**src/design/pbe_pkg.sv**
```systemverilog
// ----------------------------------------------------------------------------
// pbe_pkg
// Shared types and constants for the periodic budget enforcer.
// ----------------------------------------------------------------------------
package pbe_pkg;

  localparam int NUM_ENTRIES_DEF = 4;

  localparam int USED_W    = 40;
  localparam int ELAPSED_W = 16;
  localparam int CYCLES_W  = 32;
  localparam int ENTRY_W   = 2;
  localparam int MASK_W    = 4;

  localparam int ACTIVE_W  = 3;
  localparam int BUDGET_W  = 32;
  localparam int PERIOD_W  = 16;

  localparam int CFG_IDX_W  = 2;
  localparam int CFG_DATA_W = 32;

  localparam int IN_DATA_W  = 40;
  localparam int OUT_DATA_W = 8;

  // configuration register indexes
  localparam logic [CFG_IDX_W-1:0] REG_ACTIVE_ENTRIES = 2'd0;
  localparam logic [CFG_IDX_W-1:0] REG_BUDGET_FIRST   = 2'd1;
  localparam logic [CFG_IDX_W-1:0] REG_BUDGET_REST    = 2'd2;
  localparam logic [CFG_IDX_W-1:0] REG_PERIOD_TICKS   = 2'd3;

  // request kinds
  localparam logic CMD_USAGE = 1'b0;
  localparam logic CMD_TICK  = 1'b1;

  localparam logic [ACTIVE_W-1:0] ACTIVE_RST       = 3'd0;
  localparam logic [BUDGET_W-1:0] BUDGET_FIRST_RST = 32'd144000000;
  localparam logic [BUDGET_W-1:0] BUDGET_REST_RST  = 32'd72000000;
  localparam logic [PERIOD_W-1:0] PERIOD_RST       = 16'd20;

  typedef struct packed {
    logic [USED_W-1:0]    used;
    logic [ELAPSED_W-1:0] elapsed;
  } entry_word_t;

endpackage

```
**src/design/pbe_ram.sv**
```systemverilog
// ----------------------------------------------------------------------------
// pbe_ram
// Generic single-write, single-read memory with registered read data.
// ----------------------------------------------------------------------------
module pbe_ram #(
  parameter int WIDTH = 8,
  parameter int DEPTH = 4,
  localparam int AW = (DEPTH > 1) ? $clog2(DEPTH) : 1
) (
  input  logic             clk,
  input  logic             we,
  input  logic [AW-1:0]    waddr,
  input  logic [WIDTH-1:0] wdata,
  input  logic             re,
  input  logic [AW-1:0]    raddr,
  output logic [WIDTH-1:0] rdata
);

  logic [WIDTH-1:0] mem [DEPTH];

  always_ff @(posedge clk) begin
    if (we) begin
      mem[waddr] <= wdata;
    end
    if (re) begin
      rdata <= mem[raddr];
    end
  end

endmodule

```
**src/design/periodic_budget_enforcer_core.sv**
```systemverilog
// ----------------------------------------------------------------------------
// periodic_budget_enforcer_core
// Per-entry cycle budget accounting with periodic replenishment.
// ----------------------------------------------------------------------------
// Each request gives exactly one result. Used and elapsed counts of all
// entries sit in one memory with a registered read; the sequencer reads an
// entry, updates it and writes it back, streaming the next read behind the
// write, so one entry is handled per cycle through its write and read port.
// A usage report passes ST_MOD then ST_DONE (an inactive entry goes straight
// to ST_DONE); a tick walks the active entries in ST_MOD. Input is taken
// again as soon as the result has moved into the output register. No clearing
// pass after reset: per-entry valid bits make unwritten entries read as zero.
module periodic_budget_enforcer_core
  import pbe_pkg::*;
#(
  parameter int NUM_ENTRIES = NUM_ENTRIES_DEF
) (
  input  logic                  clk,
  input  logic                  rst,
  // configuration
  input  logic                  cfg_we,
  input  logic [CFG_IDX_W-1:0]  cfg_index,
  input  logic [CFG_DATA_W-1:0] cfg_data,
  // requests
  input  logic                  s_tvalid,
  output logic                  s_tready,
  input  logic [IN_DATA_W-1:0]  s_tdata,   // entry[1:0], cycles[33:2], zero pad
  input  logic                  s_tuser,   // cmd
  // results
  output logic                  m_tvalid,
  input  logic                  m_tready,
  output logic [OUT_DATA_W-1:0] m_tdata,   // suspended_mask[3:0], zero pad
  output logic                  m_tuser    // bad_entry
);

  localparam int IDX_W  = (NUM_ENTRIES > 1) ? $clog2(NUM_ENTRIES) : 1;
  localparam int CNT_W  = $clog2(NUM_ENTRIES + 1);
  localparam int WORD_W = $bits(entry_word_t);

  localparam logic [1:0] ST_IDLE = 2'd0;
  localparam logic [1:0] ST_MOD  = 2'd1;
  localparam logic [1:0] ST_DONE = 2'd2;

  // configuration registers
  logic [ACTIVE_W-1:0] active_entries;
  logic [BUDGET_W-1:0] budget_first;
  logic [BUDGET_W-1:0] budget_rest;
  logic [PERIOD_W-1:0] period_ticks;

  always_ff @(posedge clk) begin
    if (rst) begin
      active_entries <= ACTIVE_RST;
      budget_first   <= BUDGET_FIRST_RST;
      budget_rest    <= BUDGET_REST_RST;
      period_ticks   <= PERIOD_RST;
    end else if (cfg_we) begin
      unique case (cfg_index)
        REG_ACTIVE_ENTRIES: active_entries <= cfg_data[ACTIVE_W-1:0];
        REG_BUDGET_FIRST:   budget_first   <= cfg_data[BUDGET_W-1:0];
        REG_BUDGET_REST:    budget_rest    <= cfg_data[BUDGET_W-1:0];
        REG_PERIOD_TICKS:   period_ticks   <= cfg_data[PERIOD_W-1:0];
        default: ;
      endcase
    end
  end

  logic [CNT_W-1:0] live_n;
  always_comb begin
    if (32'(active_entries) > NUM_ENTRIES) begin
      live_n = CNT_W'(NUM_ENTRIES);
    end else begin
      live_n = CNT_W'(active_entries);
    end
  end

  // sequencer state
  logic [1:0]            state;
  logic [CNT_W-1:0]      cur_idx;
  logic                  is_tick;
  logic                  bad_q;
  logic [CYCLES_W-1:0]   cycles_q;
  logic                  rd_vld;
  logic [NUM_ENTRIES-1:0] vld;
  logic [NUM_ENTRIES-1:0] susp;
  logic [IDX_W-1:0]      rd_addr_q;

  logic [ENTRY_W-1:0]  in_entry;
  logic [CYCLES_W-1:0] in_cycles;
  logic                in_acc;
  logic                in_bad;
  logic                out_free;

  assign in_entry  = s_tdata[ENTRY_W-1:0];
  assign in_cycles = s_tdata[ENTRY_W +: CYCLES_W];
  assign s_tready  = (state == ST_IDLE);
  assign in_acc    = s_tvalid && s_tready;
  assign in_bad    = (s_tuser == CMD_USAGE) && (32'(in_entry) >= 32'(live_n));
  assign out_free  = !m_tvalid || m_tready;

  // memory port control
  logic              ram_we;
  logic              ram_re;
  logic [IDX_W-1:0]  ram_raddr;
  logic [IDX_W-1:0]  ram_waddr;
  logic [WORD_W-1:0] ram_rdata;
  entry_word_t       rd_word;
  entry_word_t       wr_word;

  logic [CNT_W-1:0]  idx_inc;
  logic              last_entry;
  logic [USED_W-1:0] budget40;
  logic [USED_W:0]   sum;
  logic [ELAPSED_W-1:0] e_inc;
  logic              over;
  logic              repl;

  assign idx_inc    = cur_idx + CNT_W'(1);
  assign last_entry = (idx_inc == live_n);
  assign ram_waddr  = cur_idx[IDX_W-1:0];

  always_comb begin
    rd_word = rd_vld ? entry_word_t'(ram_rdata) : '0;
    budget40 = (cur_idx == '0) ? USED_W'(budget_first) : USED_W'(budget_rest);
    sum   = {1'b0, rd_word.used} + (USED_W + 1)'(cycles_q);
    e_inc = rd_word.elapsed + ELAPSED_W'(1);
    over  = rd_word.used > budget40;
    repl  = 32'(e_inc) >= 32'(period_ticks);

    wr_word = rd_word;
    if (is_tick) begin
      wr_word.used    = repl ? '0 : rd_word.used;
      wr_word.elapsed = repl ? '0 : e_inc;
    end else begin
      wr_word.used = sum[USED_W] ? '1 : sum[USED_W-1:0];
    end

    ram_we    = (state == ST_MOD);
    ram_re    = 1'b0;
    ram_raddr = '0;
    if (in_acc && !in_bad) begin
      ram_re    = 1'b1;
      ram_raddr = (s_tuser == CMD_TICK) ? '0 : IDX_W'(in_entry);
    end else if (state == ST_MOD && is_tick && !last_entry) begin
      // next entry's read streams behind this write-back
      ram_re    = 1'b1;
      ram_raddr = idx_inc[IDX_W-1:0];
    end
  end

  pbe_ram #(
    .WIDTH(WORD_W),
    .DEPTH(NUM_ENTRIES)
  ) u_ram (
    .clk  (clk),
    .we   (ram_we),
    .waddr(ram_waddr),
    .wdata(wr_word),
    .re   (ram_re),
    .raddr(ram_raddr),
    .rdata(ram_rdata)
  );

  logic [MASK_W-1:0] mask;
  always_comb begin
    mask = '0;
    for (int b = 0; b < MASK_W; b++) begin
      if (b < NUM_ENTRIES) begin
        mask[b] = susp[b];
      end
    end
  end

  always_ff @(posedge clk) begin
    if (ram_re) begin
      rd_vld    <= vld[ram_raddr];
      rd_addr_q <= ram_raddr;
    end
    if (in_acc) begin
      cycles_q <= in_cycles;
      is_tick  <= (s_tuser == CMD_TICK);
      bad_q    <= in_bad;
      cur_idx  <= (s_tuser == CMD_TICK) ? '0 : CNT_W'(in_entry);
    end else if (state == ST_MOD) begin
      cur_idx <= idx_inc;
    end
    if (state == ST_DONE && out_free) begin
      m_tdata <= OUT_DATA_W'(mask);
      m_tuser <= bad_q;
    end
  end

  always_ff @(posedge clk) begin
    if (rst) begin
      state    <= ST_IDLE;
      vld      <= '0;
      susp     <= '0;
      m_tvalid <= 1'b0;
    end else begin
      if (state == ST_DONE && out_free) begin
        m_tvalid <= 1'b1;
      end else if (m_tready) begin
        m_tvalid <= 1'b0;
      end
      unique case (state)
        ST_IDLE: begin
          if (in_acc) begin
            if (in_bad || (s_tuser == CMD_TICK && live_n == '0)) begin
              state <= ST_DONE;
            end else begin
              state <= ST_MOD;
            end
          end
        end
        ST_MOD: begin
          vld[ram_waddr] <= 1'b1;
          if (is_tick) begin
            // suspend on overrun, cleared by replenish or back within budget
            susp[ram_waddr] <= repl ? 1'b0 : over;
          end
          if (!is_tick || last_entry) begin
            state <= ST_DONE;
          end
        end
        ST_DONE: begin
          if (out_free) begin
            state <= ST_IDLE;
          end
        end
        default: state <= ST_IDLE;
      endcase
    end
  end

  // tick walk stays inside the active entries
  a_walk_in_range: assert property (@(posedge clk) disable iff (rst)
    (state == ST_MOD && is_tick) |-> (cur_idx < live_n))
    else $error("tick walk beyond active entries");

  // write-back goes to the entry that was just read
  a_wb_addr: assert property (@(posedge clk) disable iff (rst)
    ram_we |-> (ram_waddr == rd_addr_q))
    else $error("write-back address differs from read address");

  // a tick never reports a bad entry
  a_tick_not_bad: assert property (@(posedge clk) disable iff (rst)
    (state == ST_DONE && is_tick) |-> !bad_q)
    else $error("bad entry flagged on tick");

  // usage to a valid entry always goes through the read-modify-write
  a_usage_path: assert property (@(posedge clk) disable iff (rst)
    (in_acc && s_tuser == CMD_USAGE && !in_bad) |=> (state == ST_MOD))
    else $error("usage report skipped memory update");

endmodule
```
**config.mk**
```make
export PLATFORM = sky130hd
export DESIGN_NAME = periodic_budget_enforcer_core
export DESIGN_NICKNAME = d
export VERILOG_FILES = /design/src/design/pbe_pkg.sv /design/src/design/pbe_ram.sv /design/src/design/periodic_budget_enforcer_core.sv
export SDC_FILE = /design/constraint.sdc
export NUM_CORES = 1
export LEC_CHECK = 0
export BUFFER_PORTS_ARGS = -buffer_cell sky130_fd_sc_hd__buf_2
export CORE_ASPECT_RATIO = 1.4
export CORE_MARGIN = 5
export CORE_UTILIZATION = 30
export CTS_BUF_LIST = sky130_fd_sc_hd__clkbuf_8
export DETAILED_ROUTE_END_ITERATION = 7
export GPL_TIMING_DRIVEN = 0
export REMOVE_ABC_BUFFERS = 1
export SLEW_MARGIN = 0
export SYNTH_ARGS = -nofsm -noshare
export SYNTH_HDL_FRONTEND = slang
export SYNTH_SLANG_ARGS = --single-unit
```
**constraint.sdc**
```tcl
create_clock -name clk -period 8.2 [get_ports clk]
set_input_delay 0.82 -clock clk [delete_from_list [all_inputs] [get_ports clk]]
set_output_delay 0.82 -clock clk [all_outputs]
set_load 0.05 [all_outputs]
```
==> flow_summary.toml, run 1 <==
[grt]
antenna_found_initial = 1
grt_use_met1_pct = 17.5
grt_max_degree = 75
grt_util_met2_pct = 27.5
grt_usage_pct = 14.9
top_usage_layer = "met2"
grt_overflow_total = 0
first_global_vias = 14870
grt_pass1_wl_mm = 84.5
gr-usage-met3_pct = 2.28

[clock_network]
worst_skew_pair.late_latency_ps = 650
tritoncts = "done"
htree_num_levels = 3
cts_buffer_depth = 3
cts_hold_buf = 0
cts_resized = 0
clock-sinks = 417
cts-buffers-inserted = 68
clk_pin_slew_worst_paths_ps = 60
cts-root-buf = "clkbuf_8"
cts_setup_buffers = 0

[setup_path]
critPathMaxFanout = 24
cp-start-kind = "flip-flop"
rr_startpoint = "rd_vld"
cp.arrival_ps = 6260
cp-end-kind = "flip-flop"
crit_type = "reg -> reg"
crit_start = "rd_vld"
required_ps = 8770

[timing]
final.setup.tns_ps = 0
setup_viol = 0
max_freq_mhz = 176
period_share_pct = 69.4
fin_worst_skew_ps = 33.9
hold_viol_final = 0
relSlewSlack_pct = 21.5
period_needed_ps = 5690
rsz0062_at_grt = "false"
maxSlewViolCount = 0
worst_pin_slew_ps = 1180

[yosys]
async_flop_share_pct = 0
yosys.area.top_type = "edfxtp_1"
syn_area_per_cell_um2 = 10.9
yosys_most_used_dff = "edfxtp_1"
syn_area_mm2 = 0.0200
seq_area_frac_synth_pct = 57.9
yosysWarnings = 0
synth_cells = 1842
synth_cell_type_count = 79
synth_area_leaders = "edfxtp_1 (49%), dfxtp_1 (9.4%), nand2_1 (6.3%)"
synthTopCellsByCount = "nand2_1 (335), edfxtp_1 (323), a21oi_1 (139)"
synth_top_cell_area_share_pct = 48.5
synth.most_common_cell = "nand2_1"
ys_ff_latch = 417
synth-edff-count = 323

[final_layout]
drive_gt1_share_pct = 11.7
syn_to_final_growth_pct = 15.3
seq_area_mm2 = 0.0116
final_util_pct = 34.7
nFillCells = 6596
design_area_mm2 = 0.0230
multi_input_area_mm2 = 0.00786
fin_nets = 2068

[hold_path]
hold_start = "s_tdata[2]"
hp-class = "in -> reg"

[detailed_routing]
drc = 0
wl_per_cell_um = 19.6
dr.pass1.iters = 5
antenna_left = 0
wirelength_mm = 55.2
drtIter0Drc = 927
vias = 14558
avgViaCountPerCell = 5.17

[power]
power_density_mw_per_mm2 = 224
ir_worst_vdd_mv = 0.109
p_leak_nw = 8.35

[place]
io_buffers = 80
place.gp.congestion = 0.854
placed_cell_area_mm2 = 0.0217
hpwl_mm = 37.4

[outcome]
status = "finished, final reports clean"

[die]
fp-row-count = 112
dieArea_mm2 = 0.0720
io_pins = 91
start_util_pct = 30.1
core-area_mm2 = 0.0664
die_h_um = 315
die_w_um = 228

[run]
drv_cap = 0
## placed cells by master (no fill, tap or decap), types with 5 or more instances in the layout
cell and instances:
inv_1 67, buf_16 16, nand3_1 46, clkbuf_8 70, ha_1 79, nor3_1 16
and4_1 5, clkinv_2 5, xnor2_1 27, a21oi_1 139, edfxtp_1 323, and3_1 11
nor2b_1 18, and2_0 6, nand4_1 14, o211ai_1 8, a31oi_1 67, mux2i_1 36
bufinv_16 5, buf_12 8, a211oi_1 59, a21o_1 36, nand2_1 334, o2bb2ai_1 8
and2_1 87, xor2_1 17, dfxtp_1 94, a32o_1 5, a22o_1 7, a221o_1 6
o21ai_0 55, o22ai_1 5, buf_2 79, clkinv_1 10, nand2b_1 13, nor2_1 77
## critical path, cell delays in order (launching register included)
cell,delay (ps)
edfxtp_1,840
buf_16,230
nand2_1,100
inv_1,80
ha_1,230
nand3_1,290
nor2_1,410
and4_1,330
nand3_1,120
xor2_1,150
nor2b_1,170
ha_1,280
a21o_1,160
a21oi_1,140
o21ai_0,150
a31o_2,380
nor2_4,480
buf_16,230
o211ai_1,100
a21oi_1,500
a32o_1,200
## worst paths after layout
kind                               endpoint  slack (ps)  depth (start not counted)
worst max-delay path                mask[1]        2510                         20
worst min-delay path            cycles_q[0]         350                          1
worst max register to register      mask[1]        2510                         20
worst min register to register   m_tdata[2]         440                          0
## report_power, final
part / internal [W] / switching, W / total, W
clock: 0.000958 / 0.000865 / 0.00182
combinational: 0.000314 / 0.000542 / 0.000856
sequential: 0.00242 / 0.0000581 / 0.00248
## cell families after synthesis
group	Yosys count	share of synthesized area, %
other	1	0.0188
adder cells (fa/ha/maj)	83	5.20
AND/OR/NAND/NOR	659	15.3
buffers and inverters	155	3.22
flip-flops	417	57.9
multiplexers	37	1.86
AO/OA/AOI/OAI	446	14.5
XOR/XNOR	44	1.93
## per-layer routing
| layer | vias to the layer above | wire [µm] |
|---|---|---|
| met1 | 7165 | 22100 |
| met3 | 94 | 2770 |
| met2 | 447 | 28800 |
| li1 | 6852 | - |
| met5 | - | 0 |
| met4 | 0 | 1540 |
## through the flow
step	worst slack [ps]	std cells	power [W]	hold slack [ps]
final	2510	2818	0.00516	353
after global routing	2210	2818	0.00539	325
after CTS	2500	2817	0.00521	296
after detailed placement	2580	2693	0.00338	413
after global placement	-2860	2666	0.00332	412
after floorplan	1500	1731	0.00306	400
## cell type report
type | instances | share of cell area (%)
clock buffer | 70 | 4.18
antenna | 1 | 0.0109
clock inverter | 54 | 1.59
multi-input combinational | 1273 | 34.1
tap | 855 | 4.64
sequential | 417 | 50.3
inverter | 41 | 0.668
timing repair buffer | 107 | 4.53
## flip-flops by register name, summed over array words and instances (netlist names), 2 cells and up
register	count
budget_first	32
cycles_q	32
u_ram.rdata	56
state	2
u_ram.mem	224
vld	4
active_entries	3
period_ticks	16
cur_idx	3
m_tdata	4
budget_rest	32
mask	4
(Power assumes the default switching activity.)
==> run 2, diff against run 1 <==
==> constraint.sdc (replaced) <==
create_clock -name clk -period 5.8 [get_ports clk]
set_input_delay 0.58 -clock clk [delete_from_list [all_inputs] [get_ports clk]]
set_output_delay 0.58 -clock clk [all_outputs]
set_load 0.05 [all_outputs]
==> run 2 against run 1 <==
Against the previous run:
- global-route usage unchanged
- die area stayed put
- sequential power up 42%
- clock-buffer cell count is the same
- sequential share of layout area barely moved
- maximum frequency is 9.1% higher
- largest power group unchanged
- critical path depth unchanged
- setup slack lost 1900 ps
- largest cell class unchanged
==> flow_summary.toml, run 2 (synthesis results as in run 1) <==
[setup_path]
cp.arrival_ps = 5780
cp-start-kind = "flip-flop"
slowest_delay_ps = 510
crit_type = "reg -> reg"
critPathMaxFanout = 24
slowest_stage = "a21oi_1"
crit_buf_inv = 3
required_ps = 6370
cp-end-kind = "flip-flop"
worstPathCellList = "buf_16 > nand2_1 > inv_1 > ha_1 > nand3_1 > nor2_1 > and4_1 > nand3_1 > xor2_1 > nor2b_1 > ha_1 > a21o_1 > a21oi_1 > o21ai_0 > a31o_2 > nor2_4 > buf_16 > o211ai_1 > a21oi_1 > a32o_1"
cp_top_family = "simple AND/OR/NAND/NOR gates"

[timing]
max_freq_mhz = 192
hold_viol_final = 0
fin_worst_skew_ps = 34.1
setup_viol = 0
worst_pin_slew_ps = 1190
period_share_pct = 89.9
period_needed_ps = 5210
maxSlewViolCount = 0
rsz0062_at_grt = "false"
relSlewSlack_pct = 20.6

[final_layout]
fin_nets = 2069
syn_to_final_growth_pct = 15.3
nFillCells = 6594
final_cell_mix = "nand2_1 (334), edfxtp_1 (323), a21oi_1 (139)"
final_util_pct = 34.7
mostFrequentLayoutCell = "nand2_1"
design_area_mm2 = 0.0230
top_regs = "u_ram.mem: 224 flops, u_ram.rdata: 56 flops"
drive_gt1_share_pct = 11.7
largest_register_ffs = 224
max_flop_register = "u_ram.mem"

[grt]
grt_max_degree = 75
grt_overflow_total = 0
antenna_found_initial = 1
grt_pass1_wl_mm = 84.5
grt_usage_pct = 14.9
first_global_vias = 14870

[die]
die_w_um = 228
io_pins = 91
start_util_pct = 30.1
fp-row-count = 112
die_h_um = 315
dieArea_mm2 = 0.0720
core-area_mm2 = 0.0664

[power]
p_total_w = 0.00730
ir_worst_vdd_mv = 0.155
combPwrFrac_pct = 16.6
clkPwrFrac_pct = 35.3
p_leak_nw = 8.36
sequentialPowerShare_pct = 48.0
intPower_w = 0.00523
p_sw_share_pct = 28.4
power_density_mw_per_mm2 = 317
p_switching_w = 0.00207

[clock_network]
cts-buffers-inserted = 68
tritoncts = "done"
clock-sinks = 417
cts_buffer_depth = 3
worst_skew_pair.late_latency_ps = 650
htree_num_levels = 3
clk_pin_slew_worst_paths_ps = 60
cts-root-buf = "clkbuf_8"

[detailed_routing]
wl_per_cell_um = 19.6
drc = 0
vias = 14507
antenna_left = 0
dr.pass1.iters = 7
avgViaCountPerCell = 5.15
wirelength_mm = 55.2
drtIter0Drc = 983

[outcome]
status = "finished, final reports clean"

[place]
io_buffers = 80
placed_cell_area_mm2 = 0.0217
place.gp.congestion = 0.854
hpwl_mm = 37.4

[hold_path]
hp-class = "in -> reg"

[run]
drv_cap = 0
## run 2: cell count changes in the layout (fill, tap and decap cells not counted)
cell / delta
buf_4: +1
## run 2: layout make-up
type                    instances  area (µm²)  share of cell area [%]
multi-input cells            1273        7860                    34.1
flip-flops and latches        417       11600                    50.2
repair buffers                108        1050                    4.57
inverters                      41         154                   0.668
clock inverters                54         367                    1.59
well taps                     855        1070                    4.64
diodes                          1        2.50                  0.0109
clock buffers                  70         963                    4.18
## run 2: final timing paths
kind / startpoint / end / slack, ps / cells past startpoint
setup reg to reg: rd_vld / mask[1] / 590 / 20
setup / recovery: rd_vld / mask[1] / 590 / 20
hold reg to reg: bad_q / m_tuser / 440 / 0
hold / removal: s_tdata[2] / cycles_q[0] / 120 / 1
## run 2: metrics by stage
stage	hold slack, ps	std cells	TNS, ps	worst slack [ps]
2_1_floorplan	400	1731	-51390	-902
3_3_place_gp	412	2666	-760120	-5260
3_5_place_dp	413	2693	0	182
4_1_cts	56.0	2817	0	97.2
5_1_grt	84.8	2819	0	286
6_report	119	2819	0	586
## run 2: routing by layer
metal | part of all wire, % | vias up | GRT usage [%]
li1 | - | 6868 | -
met1 | 40 | 7129 | 17.5
met2 | 52 | 411 | 27.5
met3 | 4.8 | 99 | 2.28
met4 | 2.9 | 0 | 5.94
met5 | 0 | - | 0
## run 2: repair_timing
item / 4_1_cts / 5_1_grt
endpoints found under the setup margin: 0 / 4
gates resized for setup: 0 / 0
hold buffers: 0 / 0
buffers inserted: 0 / 1
## run 2: power groups by stage
stage               Clock (W)  Combinational, W  Sequential, W
global route          0.00278           0.00133        0.00352
CTS                   0.00265           0.00121        0.00351
floorplan                   0          0.000761        0.00356
finish                0.00258           0.00121        0.00351
global placement            0           0.00109        0.00360
detailed placement          0           0.00120        0.00357
==> run 3, diff against run 2 <==
--- a/config.mk
+++ b/config.mk
@@ -11,6 +11,7 @@
 export CORE_UTILIZATION = 30
 export CTS_BUF_LIST = sky130_fd_sc_hd__clkbuf_8
 export DETAILED_ROUTE_END_ITERATION = 7
+export GPL_ROUTABILITY_DRIVEN = 0
 export GPL_TIMING_DRIVEN = 0
 export REMOVE_ABC_BUFFERS = 1
 export SLEW_MARGIN = 0
==> constraint.sdc (replaced) <==
create_clock -name clk -period 5.6 [get_ports clk]
set_input_delay 0.56 -clock clk [delete_from_list [all_inputs] [get_ports clk]]
set_output_delay 0.56 -clock clk [all_outputs]
set_load 0.05 [all_outputs]
==> run 3 against run 2 <==
Against the previous run:
- die area did not move
- clock skew rose by 0.74 ps
- final area is the same
- flip-flop and latch count is the same
- hold slack got worse by 23 ps
- first-iteration DRC count decreased by 4.9%
- via count is 0.19% lower
- critical path type unchanged
- largest cell class unchanged
==> flow_summary.toml, run 3 (synthesis results as in run 1) <==
[outcome]
status = "finished, final reports clean"

[setup_path]
cp-end-kind = "flip-flop"
cp.arrival_ps = 5760
r2r_slack_ps = 410
crit_type = "reg -> reg"
critPathMaxFanout = 24
reg2reg_depth = 20
r2r_end = "mask[1]"
rr_startpoint = "rd_vld"
cp-start-kind = "flip-flop"
required_ps = 6170

[detailed_routing]
dr.pass1.iters = 5
antenna_left = 0
drc = 0
wl_per_cell_um = 19.6
avgViaCountPerCell = 5.14
drtIter0Drc = 935
wirelength_mm = 55.3
vias = 14480

[power]
p_total_w = 0.00756
power_density_mw_per_mm2 = 328
p_leak_nw = 8.36
ir_worst_vdd_mv = 0.161

[final_layout]
syn_to_final_growth_pct = 15.3
seq_area_mm2 = 0.0116
mostFrequentLayoutCell = "nand2_1"
max_flop_register = "u_ram.mem"
fin_nets = 2069
final_cell_mix = "nand2_1 (334), edfxtp_1 (323), a21oi_1 (139)"
drive_gt1_share_pct = 11.7
largest_register_ffs = 224
top_regs = "u_ram.mem: 224 flops, u_ram.rdata: 56 flops"
nFillCells = 6595
multi_input_area_mm2 = 0.00786

[hold_path]
hold_start = "s_tdata[2]"
hp-class = "in -> reg"
hold-path-cell-count = 1
hold_path_end = "cycles_q[0]"

[timing]
hold_viol_final = 0
worst_pin_slew_ps = 1190
maxSlewViolCount = 0
fin_worst_skew_ps = 34.9
relSlewSlack_pct = 20.3
rsz0062_at_grt = "false"
final.setup.tns_ps = 0
period_needed_ps = 5190
setup_viol = 0
period_share_pct = 92.7
max_freq_mhz = 193

[die]
die_h_um = 315
die_w_um = 228
core-area_mm2 = 0.0664
io_pins = 91
fp-row-count = 112
start_util_pct = 30.1
dieArea_mm2 = 0.0720

[clock_network]
htree_num_levels = 3
cts-root-buf = "clkbuf_8"
cts_buffer_depth = 3
cts_hold_buf = 0
worst_skew_pair.late_latency_ps = 650
clock-sinks = 417
clk_pin_slew_worst_paths_ps = 60
tritoncts = "done"
cts-buffers-inserted = 68
cts_resized = 0
cts_setup_buffers = 1

[grt]
grt_pass1_wl_mm = 84.5
antenna_found_initial = 1
grt_max_degree = 75
grt_overflow_total = 0
grt_usage_pct = 14.9
first_global_vias = 14877

[run]
drv_cap = 0

[place]
hpwl_mm = 37.4
io_buffers = 80
## run 3: cell counts in the layout (fill, tap and decap cells not counted)
Identical to the previous run, type by type.
## run 3: critical path: stages, from the launching register on
cell and delay (ps):
edfxtp_1 430, buf_16 180, nand2_1 100, inv_1 80, ha_1 230, nand3_1 290, nor2_1 390, and4_1 330
nand3_1 120, xor2_1 150, nor2b_1 170, ha_1 280, a21o_1 160, a21oi_1 140, o21ai_0 150, a31o_2 380
nor2_4 470, buf_16 230, o211ai_1 100, a21oi_1 500, a32o_1 200
## run 3: final cells by class
cell class                 count  share of cell area [%]
inverter                      41                   0.668
clock buffer                  70                    4.18
antenna                        1                  0.0109
multi-input combinational   1273                    34.1
tap                          855                    4.64
sequential                   417                    50.2
timing repair buffer         108                    4.57
clock inverter                54                    1.59
## run 3: metrics by stage
step / hold WS, ps / util (%) / setup slack [ps] / instances / area, µm²
detailed placement: 413 / 32.7 / -18.2 / 2693 / 21700
global placement: 412 / 31.6 / -5460 / 2666 / 21000
finish: 96.7 / 34.7 / 409 / 2819 / 23000
CTS: 36.0 / 34.7 / 401 / 2818 / 23000
global route: 64.8 / 34.7 / 96.8 / 2819 / 23000
floorplan: 400 / - / -1100 / 1731 / 19500
## run 3: power by group
part | switching [W] | internal, W
combinational | 0.000797 | 0.000460
sequential | 0.0000811 | 0.00355
clock | 0.00127 | 0.00140
total | 0.00214 | 0.00541
## run 3: worst max path at each step
| stage | from | end | slack (ps) | cells past startpoint |
|---|---|---|---|---|
| after global routing | rd_vld | mask[1] | 100 | 20 |
| after detailed placement | rd_vld | mask[1] | -20 | 20 |
| after floorplan | state[1] | rd_vld | -1100 | 6 |
| after CTS | rd_vld | mask[1] | 400 | 20 |
| final | rd_vld | mask[1] | 410 | 20 |
| after global placement | is_tick | u_ram.rdata[27] | -5460 | 4 |
## run 3: metal layers
| layer | global-route usage (%) | part of all wire (%) | up-vias |
|---|---|---|---|
| met1 | 17.5 | 41 | 7133 |
| met3 | 2.28 | 4.3 | 93 |
| met5 | 0 | 0 | - |
| met2 | 27.5 | 52 | 397 |
| met4 | 5.94 | 2.8 | 0 |
| li1 | - | - | 6857 |
